<file path="src/rtl/core/bxavg_pkg.sv">
package bxavg_pkg;

	localparam int MAX_WIDTH_DEF = 4096;
	localparam int LANES         = 4;
	localparam int CHAN_W        = 8;
	localparam int SUM_W         = LANES * CHAN_W;

	localparam int SCALE_W  = 4;
	localparam int WIDTH_W  = 13;
	localparam int HEIGHT_W = 16;
	localparam int FMT_W    = 2;

	localparam int ADDR_W   = 4;
	localparam int DATA_W   = 32;

	localparam int RECIP_SHIFT = 16;
	localparam int RECIP_W     = RECIP_SHIFT + 1;
	localparam int RECIP_N     = 1 << (2 * SCALE_W);

	typedef enum logic [1:0] {
		REG_SCALE  = 2'd0,
		REG_WIDTH  = 2'd1,
		REG_HEIGHT = 2'd2,
		REG_FORMAT = 2'd3
	} reg_idx_t;

	typedef enum logic [FMT_W-1:0] {
		FMT_GRAY = 2'd0,
		FMT_RGB  = 2'd1,
		FMT_RGBA = 2'd2,
		FMT_ALT  = 2'd3
	} fmt_t;

	typedef logic [RECIP_W-1:0] recip_tab_t [RECIP_N];

	typedef struct packed {
		logic               load;
		logic               div;
		logic               commit;
		logic               first;
		logic               emit;
		logic               row_end;
		logic               image_end;
		logic [LANES-1:0]   lane_en;
		logic [RECIP_W-1:0] recip;
	} ctl_t;

	// Ceiling reciprocal of bw*bh, indexed by {bw, bh}; exact floor division for bytes.
	function automatic recip_tab_t recip_table();
		recip_tab_t  t;
		int unsigned Den;
		for (int a = 0; a < (1 << SCALE_W); a++) begin
			for (int b = 0; b < (1 << SCALE_W); b++) begin
				Den = (a * b == 0) ? 1 : a * b;
				t[a * (1 << SCALE_W) + b] = RECIP_W'(((1 << RECIP_SHIFT) + Den - 1) / Den);
			end
		end
		return t;
	endfunction

	localparam recip_tab_t RECIP_TAB = recip_table();

endpackage

</file>
<file path="src/rtl/core/bxavg_lane.sv">
module bxavg_lane (
	input  logic                         clk,
	input  bxavg_pkg::ctl_t              ctl,
	input  logic                         lane_en,
	input  logic [bxavg_pkg::CHAN_W-1:0] sample,
	input  logic [bxavg_pkg::CHAN_W-1:0] old,
	output logic [bxavg_pkg::CHAN_W-1:0] sum
);

	localparam int CW = bxavg_pkg::CHAN_W;
	localparam int PW = CW + bxavg_pkg::RECIP_W;
	localparam int SH = bxavg_pkg::RECIP_SHIFT;

	logic [CW-1:0] sample_q;
	logic [CW-1:0] quot_q;
	logic [PW-1:0] prod;
	logic [CW:0]   tot;

	assign prod = PW'(sample_q) * PW'(ctl.recip);

	always_ff @(posedge clk) begin
		if (ctl.load) begin
			sample_q <= sample;
		end
		if (ctl.div) begin
			quot_q <= prod[SH+CW-1:SH];
		end
	end

	assign tot = (CW+1)'(old) + (CW+1)'(quot_q);

	always_comb begin
		if (!lane_en) begin
			sum = '0;
		end else if (tot[CW]) begin
			sum = '1;
		end else begin
			sum = tot[CW-1:0];
		end
	end

endmodule

</file>
<file path="config.mk">
export PLATFORM = sky130hd
export DESIGN_NAME = bxavg_lane
export DESIGN_NICKNAME = d
export VERILOG_FILES = /design/src/rtl/core/bxavg_pkg.sv /design/src/rtl/core/bxavg_lane.sv
export SDC_FILE = /design/constraint.sdc
export NUM_CORES = 1
export LEC_CHECK = 0
export ABC_AREA = 1
export BUFFER_PORTS_ARGS = -buffer_cell sky130_fd_sc_hd__buf_2
export CORE_UTILIZATION = 62
export DETAILED_ROUTE_END_ITERATION = 7
export PLACE_DENSITY = 0.87
export SYNTH_ARGS = -nofsm -noshare
export SYNTH_HDL_FRONTEND = slang
export SYNTH_SLANG_ARGS = --single-unit
</file>
<file path="constraint.sdc">
create_clock -name clk -period 7.52 [get_ports clk]
set_clock_uncertainty 0.05 [all_clocks]
set_input_delay 2.256 -clock clk [delete_from_list [all_inputs] [get_ports clk]]
set_output_delay 2.256 -clock clk [all_outputs]
set_load 0.02 [all_outputs]
</file>
; Word level (Yosys, flattened, before mapping)
; Cells that the tools add are included.
[word_totals]
ff_bits = 16
latchBits = 0
ramBits = 0
romBits = 0
input_bits = 46
output_inout_bits = 8
wordCells = 6
memories = 0
[op_classes]
n_addsub = 1
mul = 1
n_div = 0
magnitude_cmp = 0
n_eq_ne = 0
shift = 0
n_mux = 2
bitwise_logic = 0
reduce_logical = 0
[ops]
columns = cell, count
row1 = $mul 8x17->24, 1
row2 = $mux 8, 2
row3 = $add 8x8->9, 1

; Depth between registers and ports, before layout
; Gate-level depths: netlist of the first run.
[logic_depth]
depth_word = 3
ltp_mapped = 23
ltp_nobuf = 21

; Worst setup path after synthesis of the first run
; No wires, ideal clock.
[synth_path]
kind = input port to flip-flop
start = input port ctl[2] in the netlist's numbering
end = register quot_q[7], data pin
setup_time_ps = 252
t_arrival_ps = 5717
required_ps = 7218
slack_ps = 1501
cell_stages = 18
path_buffers = 1
path_cell_list = clkbuf_1 nand2_1 inv_1 fa_1 fa_1 fa_1 inv_1 fa_1 inv_1 ha_1 a21oi_1 nor2_1 nor2_1 nor3_1 nor2_1 nand2_1 nand2_1 nand2_1
[synth_between]
elab_chain_len = 1
[synth_rtl]
columns = element, line_no
row1 = start: declaration, bxavg_lane.sv:3  ; input bxavg_pkg::ctl_t ctl,
row2 = $mul 8x17->24, bxavg_lane.sv:19  ; assign prod = PW'(sample_q) * PW'(ctl.recip);
row3 = via prod[23], bxavg_lane.sv:16  ; logic [PW-1:0] prod;
row4 = end signal: assignment, bxavg_lane.sv:26  ; quot_q <= prod[SH+CW-1:SH];
row5 = end: declaration, bxavg_lane.sv:15  ; logic [CW-1:0] quot_q;
; The timed path passes the listed nets, and every way through them passes these cells.
; A chain may end at the register's enable or synchronous reset.

; Final worst setup path of the first run
[layout_path]
start = input port old[0] in the netlist's numbering
end = output port sum[7] in the netlist's numbering
[layout_between]
elab_chain_len = 3
[layout_rtl]
columns = element, line_no
row1 = start: declaration, bxavg_lane.sv:6  ; input logic [bxavg_pkg::CHAN_W-1:0] old,
row2 = $add 8x8->9, bxavg_lane.sv:30  ; assign tot = (CW+1)'(old) + (CW+1)'(quot_q);
row3 = $mux 8, bxavg_lane.sv:35  ; end else if (tot[CW]) begin
row4 = $mux 8, bxavg_lane.sv:33  ; if (!lane_en) begin
row5 = end: declaration, bxavg_lane.sv:7  ; output logic [bxavg_pkg::CHAN_W-1:0] sum
; Every way passes these cells.

==> run summary, run 1 <==
Tcrit/Tclk final = 82.7%
Setup bufs post-CTS = 0
First-pass GRT wire length = 20,600 microns
Post_cts resized = 0
Primary FF master, synth = edfxtp_1
CP endpoint kind = output pin
Routed via count = 4,581
Crit path top cell by count = inv_1
Starting density of the core = 65.3%
Final setup viols = 0
Endpoints failing hold = 0
Post-Syn Nets = 963
Crit Path Max Fanout = 7
H-tree depth = 1
Peak VDD IR = 0.186 mV
Cells along the critical path = buf_2 > ha_1 > inv_1 > fa_1 > inv_1 > nand3_1 > nand2_1 > a31oi_2 > nand3_1 > nand2_1 > inv_1 > buf_2
Tot Pwr = 1.88 mW
Die Y = 95.7 microns
Clock transition at path regs = 60 ps
Clock root buffer = clkbuf_8
Die X = 95.7 microns
R2R cell count = 17
EDFF count, synth = 16
Slowest Stage Delay on Critical Path = 390 ps
Hold Path Stages = 5
WS Path Type = input pin to output pin
Clock tree buffer depth = 2
Antenna Cells = 0
I/O Buffers = 44
Vias per cell = 5.09
Worst EP required = 5210 ps
Sequential share of the synthesized area = 8.82%
Std-Cell Rows = 33
Area Growth Syn to Fin = 4.73%
CP arrival = 3910 ps
CTS tree = done
Routed WL = 11,600 microns
Core footprint = 0.00834 sq mm
Grt total ovfl = 0
Wire per inst = 12.9 microns
Top Ports = 54
Max-cap violation count = 0
Cts hold-fix bufs = 0
Mapped Area = 0.00545 sq mm
First-pass iteration count of the detailed router = 4
Layout fillers = 712
Unique cell type count in the Yosys netlist = 26
Overall Global Routing Usage = 29.0%
Initial antenna violation count = 0
Fmax = 161 MHz
RSZ-0062 raised after global routing = no
Fin crit period = 6220 ps
Clk_lat worst skew = 250 ps
Relative slew slack = 43.8%
CP startpoint kind = input pin
Total of warnings raised by yosys = 0
Status = completed
Initial DRC Count = 253
Largest net degree at the start of global routing = 18
Static leakage = 3.82 nW
#FFs+latches synth = 16
Worst-Margin Slew = 843 ps
Layout cells sized above 1 = 7.04%
Hpwl dp = 9880 microns
Die area = 0.00917 sq mm
GP Congestion = 0.906
Synthesized instance count = 780
Mapped Avg Cell Area = 6.99 sq um
Hold Crit Class = flop to flop
CTS buffer count = 3
Routed Antenna Nets = 0
Number of global-route vias before repair = 4,852
CP max stage cell = fa_1
Clock sink total = 16
Post-synth ARST share = 0%
Fin. max-slew vios = 0
# nets final = 979
P per Cell Area = 329 mW/mm^2
Drc violations = 0
Setup TNS Final = 0 ps
critical path, delay by kind of cell:
family / cells / cell delay, ps
AOI/OAI and AO/OA: 1 / 190
adders and majority gates: 2 / 600
and+or+nand+nor: 4 / 420
buffers and inverters: 5 / 450
state kept, by name, indices dropped and copies added (netlist names):
signal and count:
sample_q 8, quot_q 8
layout make-up:
type	instances	area, sq um	share of cell area [%]
Sequential cell	16	480	8.42
Multi-Input combinational cell	489	3920	68.7
Timing Repair Buffer	44	220	3.86
Tap cell	105	131	2.30
Clock inverter	1	3.75	0.0658
Clock buffer	3	41.3	0.724
Inverter	242	908	15.9
per-layer routing:
layer  vias up  part of all wire, %  global-route usage [%]
li1       2263                    -                       -
met1      2158                   40                    34.3
met2       131                   52                    54.6
met3        29                  5.8                    3.95
met4         0                  2.3                    8.33
met5         -                    0                       0
cells in the mapped netlist (3+ instances only):
library cell  instances  area, sq um
inv_1               241          905
nand2_1             226          848
fa_1                 89         1780
ha_1                 48          601
nor2_1               29          109
clkbuf_1             27          101
a21oi_1              24          120
nand3_1              23          115
edfxtp_1             16          480
o21ai_0              10         50.1
nand4_1               7         43.8
xnor2_1               7         61.3
nor3_1                5         25.0
a21o_1                4         30.0
buf_2                 3         15.0
buf_4                 3         22.5
o21bai_1              3         22.5
xor2_1                3         26.3
cell families after synthesis:
logic type / count (synthesis) / synth area share, %
AND/OR/NAND/NOR: 295 / 21.6
buffers and inverters: 275 / 19.2
adder cells (fa/ha/maj): 137 / 43.7
AO/OA/AOI/OAI: 47 / 5.05
flip-flops: 16 / 8.82
XOR/XNOR: 10 / 1.61
placed cells by master (no fill, tap or decap), types with 2 or more instances in the layout:
| cell type | Yosys | final |
|---|---|---|
| fa_1 | 89 | 89 |
| clkbuf_8 | 0 | 3 |
| nand3_1 | 23 | 23 |
| nand2_1 | 226 | 226 |
| o21ai_0 | 10 | 10 |
| nand2_2 | 2 | 2 |
| a21boi_0 | 2 | 2 |
| xor2_1 | 3 | 3 |
| buf_2 | 3 | 44 |
| a21o_1 | 4 | 4 |
| edfxtp_1 | 16 | 16 |
| nand4_1 | 7 | 7 |
| o21bai_1 | 3 | 3 |
| a21oi_2 | 2 | 2 |
| ha_1 | 48 | 48 |
| nor2_2 | 2 | 2 |
| nor3_1 | 5 | 5 |
| nor2_1 | 29 | 29 |
| xnor2_1 | 7 | 7 |
| inv_1 | 241 | 241 |
| a21oi_1 | 24 | 24 |
final timing paths:
kind	startpoint	endpoint	slack, ps
min reg2reg	sample_q[1]	quot_q[4]	1290
max reg2reg	sample_q[3]	quot_q[7]	2760
min	sample_q[1]	quot_q[4]	1290
max	old[0]	sum[7]	1300
power by group:
part           switching, mW  total (mW)  internal (mW)
Sequential            0.0296       0.185          0.155
Clock                 0.0271      0.0633         0.0362
Combinational           1.02        1.63          0.605
Total                   1.08        1.88          0.796
metrics by stage:
step / setup WS, ps / area [sq um] / hold slack [ps] / instances / util (%)
final: 1300 / 5710 / 1290 / 900 / 68.4
after global routing: 1140 / 5710 / 1400 / 900 / 68.4
after CTS: 1320 / 5710 / 1290 / 900 / 68.4
after detailed placement: 1190 / 5660 / 1270 / 896 / 67.9
after global placement: 1220 / 5660 / 1230 / 896 / 67.9
after floorplan: 1500 / 5450 / 860 / 780 / -
No activity file was read; power rests on OpenSTA's default activity.
==> run 2: changes to the inputs <==
- CORE_UTILIZATION: 62 -> 56
- PLACE_DENSITY: 0.87 -> 0.83
- clock period: 7.52 -> 5.7 ns (I/O delays scaled with it)
==> run 2 against run 1 <==
Effect of this change:
- combinational power rose by 33%
- worst hold slack got worse by 7.2 ps
- register-to-register slack got worse by 1800 ps
- setup slack got worse by 1100 ps
- first-iteration DRC count rose by 26%
- cell count rose by 3.7%
- clock-buffer cell count did not move
- utilization fell by 6.1 points
- total power rose by 33%
- die area rose by 10%
- highest routed layer unchanged
==> run summary, run 2 (synthesis results as in run 1) <==
Std-Cell Rows = 35
Crit path from = ctl[15]
Grt total ovfl = 0
Number of global-route vias before repair = 4,789
I/O Buffers = 44
Slowest Stage Delay on Critical Path = 590 ps
Hpwl dp = 9540 microns
Cell Area, Placed = 0.00577 sq mm
Hold Crit Class = flop to flop
GP Congestion = 0.907
Static leakage = 3.87 nW
Drc violations = 0
Initial antenna violation count = 0
# nets final = 989
Peak VDD IR = 0.263 mV
WS Path Type = input pin to flop
P per Cell Area = 428 mW/mm^2
H-tree depth = 1
Routed wl met3 = 486 microns
Clock root buffer = clkbuf_8
Tot Pwr = 2.49 mW
Max-cap violation count = 0
Hold path start = sample_q[1]
Relative slew slack = 49.0%
Commonest non-fill, non-tap cells in the layout = inv_1, nand2_1, fa_1
Wire per inst = 12.1 microns
Clock sink total = 16
Status = completed
Final setup viols = 0
Core footprint = 0.00933 sq mm
Setup TNS Final = 0 ps
Routed WL = 11,300 microns
Fin area = 0.00581 sq mm
Die X = 101 microns
Crit Path Max Fanout = 8
CTS tree = done
Starting density of the core = 58.4%
CP endpoint kind = flop
Worst-Margin Slew = 765 ps
Fmax = 183 MHz
First-pass GRT wire length = 20,700 microns
Biggest registers after layout = quot_q x8, sample_q x8
Endpoints failing hold = 0
Layout fillers = 886
Hold Path Stages = 5
Clk_lat worst skew = 260 ps
Vias per cell = 4.87
First-pass iteration count of the detailed router = 5
M1 WL = 4900 microns
Largest net degree at the start of global routing = 18
CP startpoint kind = input pin
Antenna Cells = 0
Tcrit/Tclk final = 95.7%
Area Growth Syn to Fin = 6.64%
Die area = 0.0101 sq mm
Met2 Routed Length = 5750 microns
Worst EP required = 5660 ps
Worst R2R Start = sample_q[7]
Clock transition at path regs = 70 ps
Top Ports = 54
Setup bufs post-CTS = 0
Post-layout util = 62.3%
Fin. max-slew vios = 0
Layout cells sized above 1 = 8.33%
Fin crit period = 5460 ps
RSZ-0062 raised after global routing = no
Cells along the critical path = buf_2 > nand2_1 > fa_1 > fa_1 > inv_1 > fa_1 > inv_1 > fa_1 > inv_1 > ha_2 > nand2_1 > nor2_1 > nand2_1 > inv_1 > nand4_1 > nand4_1 > nand2_1
R2R cell count = 17
Clock tree buffer depth = 2
Max Used Layer = met4
CTS buffer count = 3
Die Y = 101 microns
Initial DRC Count = 318
Routed via count = 4,540
Most common cell after layout, fill and taps aside = inv_1
CP max stage cell = fa_1
Hold WS = 1280 ps
CP arrival = 5420 ps
Overall Global Routing Usage = 25.5%
Routed Antenna Nets = 0
run 2: where the power goes:
| group | internal, mW | total [mW] | switching [mW] | leakage, nW |
|---|---|---|---|---|
| Clock | 0.0471 | 0.0901 | 0.0430 | 0.0216 |
| Combinational | 0.818 | 2.16 | 1.34 | 3.69 |
| Sequential | 0.205 | 0.242 | 0.0372 | 0.157 |
| Total | 1.07 | 2.49 | 1.42 | 3.87 |
run 2: area by class of cell:
| cell class | count | area, sq um | area share (%) |
|---|---|---|---|
| multi-input cells | 489 | 3920 | 67.5 |
| inverters | 242 | 908 | 15.6 |
| flip-flops and latches | 16 | 480 | 8.27 |
| repair buffers | 54 | 295 | 5.08 |
| well taps | 129 | 161 | 2.78 |
| clock buffers | 3 | 41.3 | 0.711 |
run 2: routing by layer:
metal  up-vias  global-route usage [%]
met2       124                    46.9
met1      2124                    32.4
met3        13                    1.87
met4         0                    6.91
met5         -                       0
li1       2279                       -
run 2: through the flow:
stage | cells | worst slack (ps)
6_report | 933 | 243
5_1_grt | 933 | 4.82
4_1_cts | 933 | 234
3_5_place_dp | 930 | -34.8
3_3_place_gp | 930 | 59.1
2_1_floorplan | 780 | 227
run 2: path summary, 6_finish.rpt:
kind               end  slack (ps)
max          quot_q[4]         240
min          quot_q[4]        1280
max reg2reg  quot_q[7]         960
min reg2reg  quot_q[4]        1280
run 2: critical path: cells and delay by family:
| kind | cells | cell delay [ps] |
|---|---|---|
| buf+inv | 5 | 410 |
| simple gates | 7 | 830 |
| fa+ha+maj | 5 | 2490 |
run 2: repair_timing:
item	in CTS	in global routing
gates resized for setup	0	1
hold buffers	0	0
setup endpoints to repair	0	2
==> run 3: changes to the inputs <==
- CORE_UTILIZATION: 56 -> 32
- PLACE_DENSITY: 0.83 -> 0.54
==> run 3 against run 2 <==
Effect of this change:
- non-clock buffer count up 16
- total power up 3.7%
- register-to-register slack better by 40 ps
- sequential power about the same
- global-route usage down 11 points
- largest cell class unchanged
==> run summary, run 3 (synthesis results as in run 1) <==
Status = completed
Met2 Routed Length = 5570 microns
Worst EP required = 5650 ps
M1 WL = 5600 microns
Die area = 0.0176 sq mm
Max Used Layer = met4
CP arrival = 5380 ps
# nets final = 1,005
Routed WL = 11,500 microns
WS Path Type = input pin to flop
Vias per cell = 4.25
Setup bufs post-CTS = 0
I/O Buffers = 44
P per Cell Area = 423 mW/mm^2
Max-cap violation count = 0
Clock root buffer = clkbuf_16
Power Internal = 1.15 mW
Hold path start = sample_q[1]
Commonest non-fill, non-tap cells in the layout = inv_1, nand2_1, fa_1
Clock power frac = 5.2%
First-pass iteration count of the detailed router = 4
Area Growth Syn to Fin = 11.8%
Layout cells sized above 1 = 10.2%
Hold Crit Class = flop to flop
Hold Path Sink = quot_q[4]
Drc violations = 0
Crit path top cell by count = inv_1
GP Congestion = 0.816
Largest net degree at the start of global routing = 18
Biggest registers after layout = quot_q x8, sample_q x8
Delay-heaviest family, CP = adder cells
Clock transition at path regs = 50 ps
R2r setup slk = 1000 ps
Fin crit period = 5420 ps
Most common cell after layout, fill and taps aside = inv_1
CTS buffer count = 3
CP max stage cell = fa_1
Routed wl met3 = 195 microns
Worst-Margin Slew = 755 ps
Core footprint = 0.0166 sq mm
Clk_lat worst skew = 240 ps
CTS tree = done
R2R cell count = 17
Initial antenna violation count = 0
Overall Global Routing Usage = 14.5%
Relative slew slack = 49.6%
Crit Path Max Fanout = 6
Worst R2R Start = sample_q[2]
First-pass GRT wire length = 21,100 microns
CP startpoint kind = input pin
Psw = 1.43 mW
Final setup viols = 0
Grt total ovfl = 0
Top Ports = 54
Die Y = 132 microns
Std-Cell Rows = 47
Clock tree buffer depth = 2
Initial DRC Count = 174
Routed Antenna Nets = 0
Number of global-route vias before repair = 4,705
Worst r2r dst = quot_q[7]
Count of buffer and inverter cells on the critical path = 7
Cells along the critical path = buf_2 > nand2_1 > inv_1 > fa_1 > inv_1 > fa_1 > inv_1 > fa_1 > inv_1 > fa_1 > inv_1 > ha_1 > nand2_2 > nor2_2 > nand2_1 > nor3_1 > nor2_1 > buf_4 > nand3_1 > nand2_1
Starting density of the core = 32.9%
Sw Share = 55.4%
Peak VDD IR = 0.201 mV
Endpoints failing hold = 0
Routed via count = 4,420
Antenna Cells = 0
Fin. max-slew vios = 0
Hold Path Stages = 5
Clock sink total = 16
Slowest Stage Delay on Critical Path = 530 ps
Die X = 132 microns
Post-layout util = 36.8%
Tcrit/Tclk final = 95.2%
Cts hold-fix bufs = 0
Hpwl dp = 10,100 microns
H-tree depth = 1
Wire per inst = 11.0 microns
RSZ-0062 raised after global routing = no
Static leakage = 3.97 nW
Sequential Power Share = 9.4%
Fmax = 184 MHz
CP endpoint kind = flop
Combinational fraction of design power = 85.4%
Crit path from = ctl[13]
Hold WS = 1260 ps
[run 3: cell count changes in the layout (fill, tap and decap cells not counted), sizes merged]
cell	before	now
buf	54	70
[run 3: how the worst max path moves through the flow]
stage                endpoint  slack (ps)  cells past startpoint
floorplan           quot_q[7]         230                     18
finish              quot_q[7]         280                     20
detailed placement  quot_q[7]         -10                     18
global placement    quot_q[7]         -20                     18
global route        quot_q[1]           4                     21
CTS                 quot_q[7]         240                     18
[run 3: worst min-delay path: stages (launching register included)]
cell      delay (ps)
edfxtp_1         670
nand4_1          180
nor3_1            50
nand4_1          120
nand4_1          100
nand2_1           70
[run 3: metal layers]
metal / track usage [%] / vias up
li1: - / 2310
met1: 18.9 / 2058
met2: 26.6 / 41
met3: 1.03 / 11
met4: 2.55 / 0
met5: 0 / -
[run 3: timing repair]
item	CTS	global route
endpoints found under the setup margin	0	3
hold endpoints to repair	0	0
resized for setup	0	3
[run 3: area by class of cell]
| class | instances | area (sq um) |
|---|---|---|
| Inverter | 242 | 908 |
| Sequential cell | 16 | 480 |
| Fill cell | 1817 | 10500 |
| Multi-Input combinational cell | 489 | 3930 |
| Clock buffer | 3 | 75.1 |
| Timing Repair Buffer | 70 | 428 |
| Tap cell | 220 | 275 |
[run 3: power by group through the flow]
| stage | Combinational, mW | Sequential, mW | Clock [mW] |
|---|---|---|---|
| detailed placement | 2.22 | 0.247 | 0 |
| CTS | 2.23 | 0.245 | 0.136 |
| finish | 2.20 | 0.244 | 0.134 |
| global placement | 2.22 | 0.246 | 0 |
| floorplan | 1.70 | 0.214 | 0 |
| global route | 2.58 | 0.249 | 0.140 |
[run 3: stage by stage]
step	area (sq um)	TNS, ps	power (mW)	cells	setup slack (ps)
detailed placement	6010	-11.3	2.46	1037	-11.3
floorplan	5450	0	1.92	780	227
finish	6090	0	2.58	1040	275
CTS	6090	0	2.61	1040	240
global route	6090	0	2.97	1040	4.31
global placement	6010	-20.6	2.46	1037	-20.6
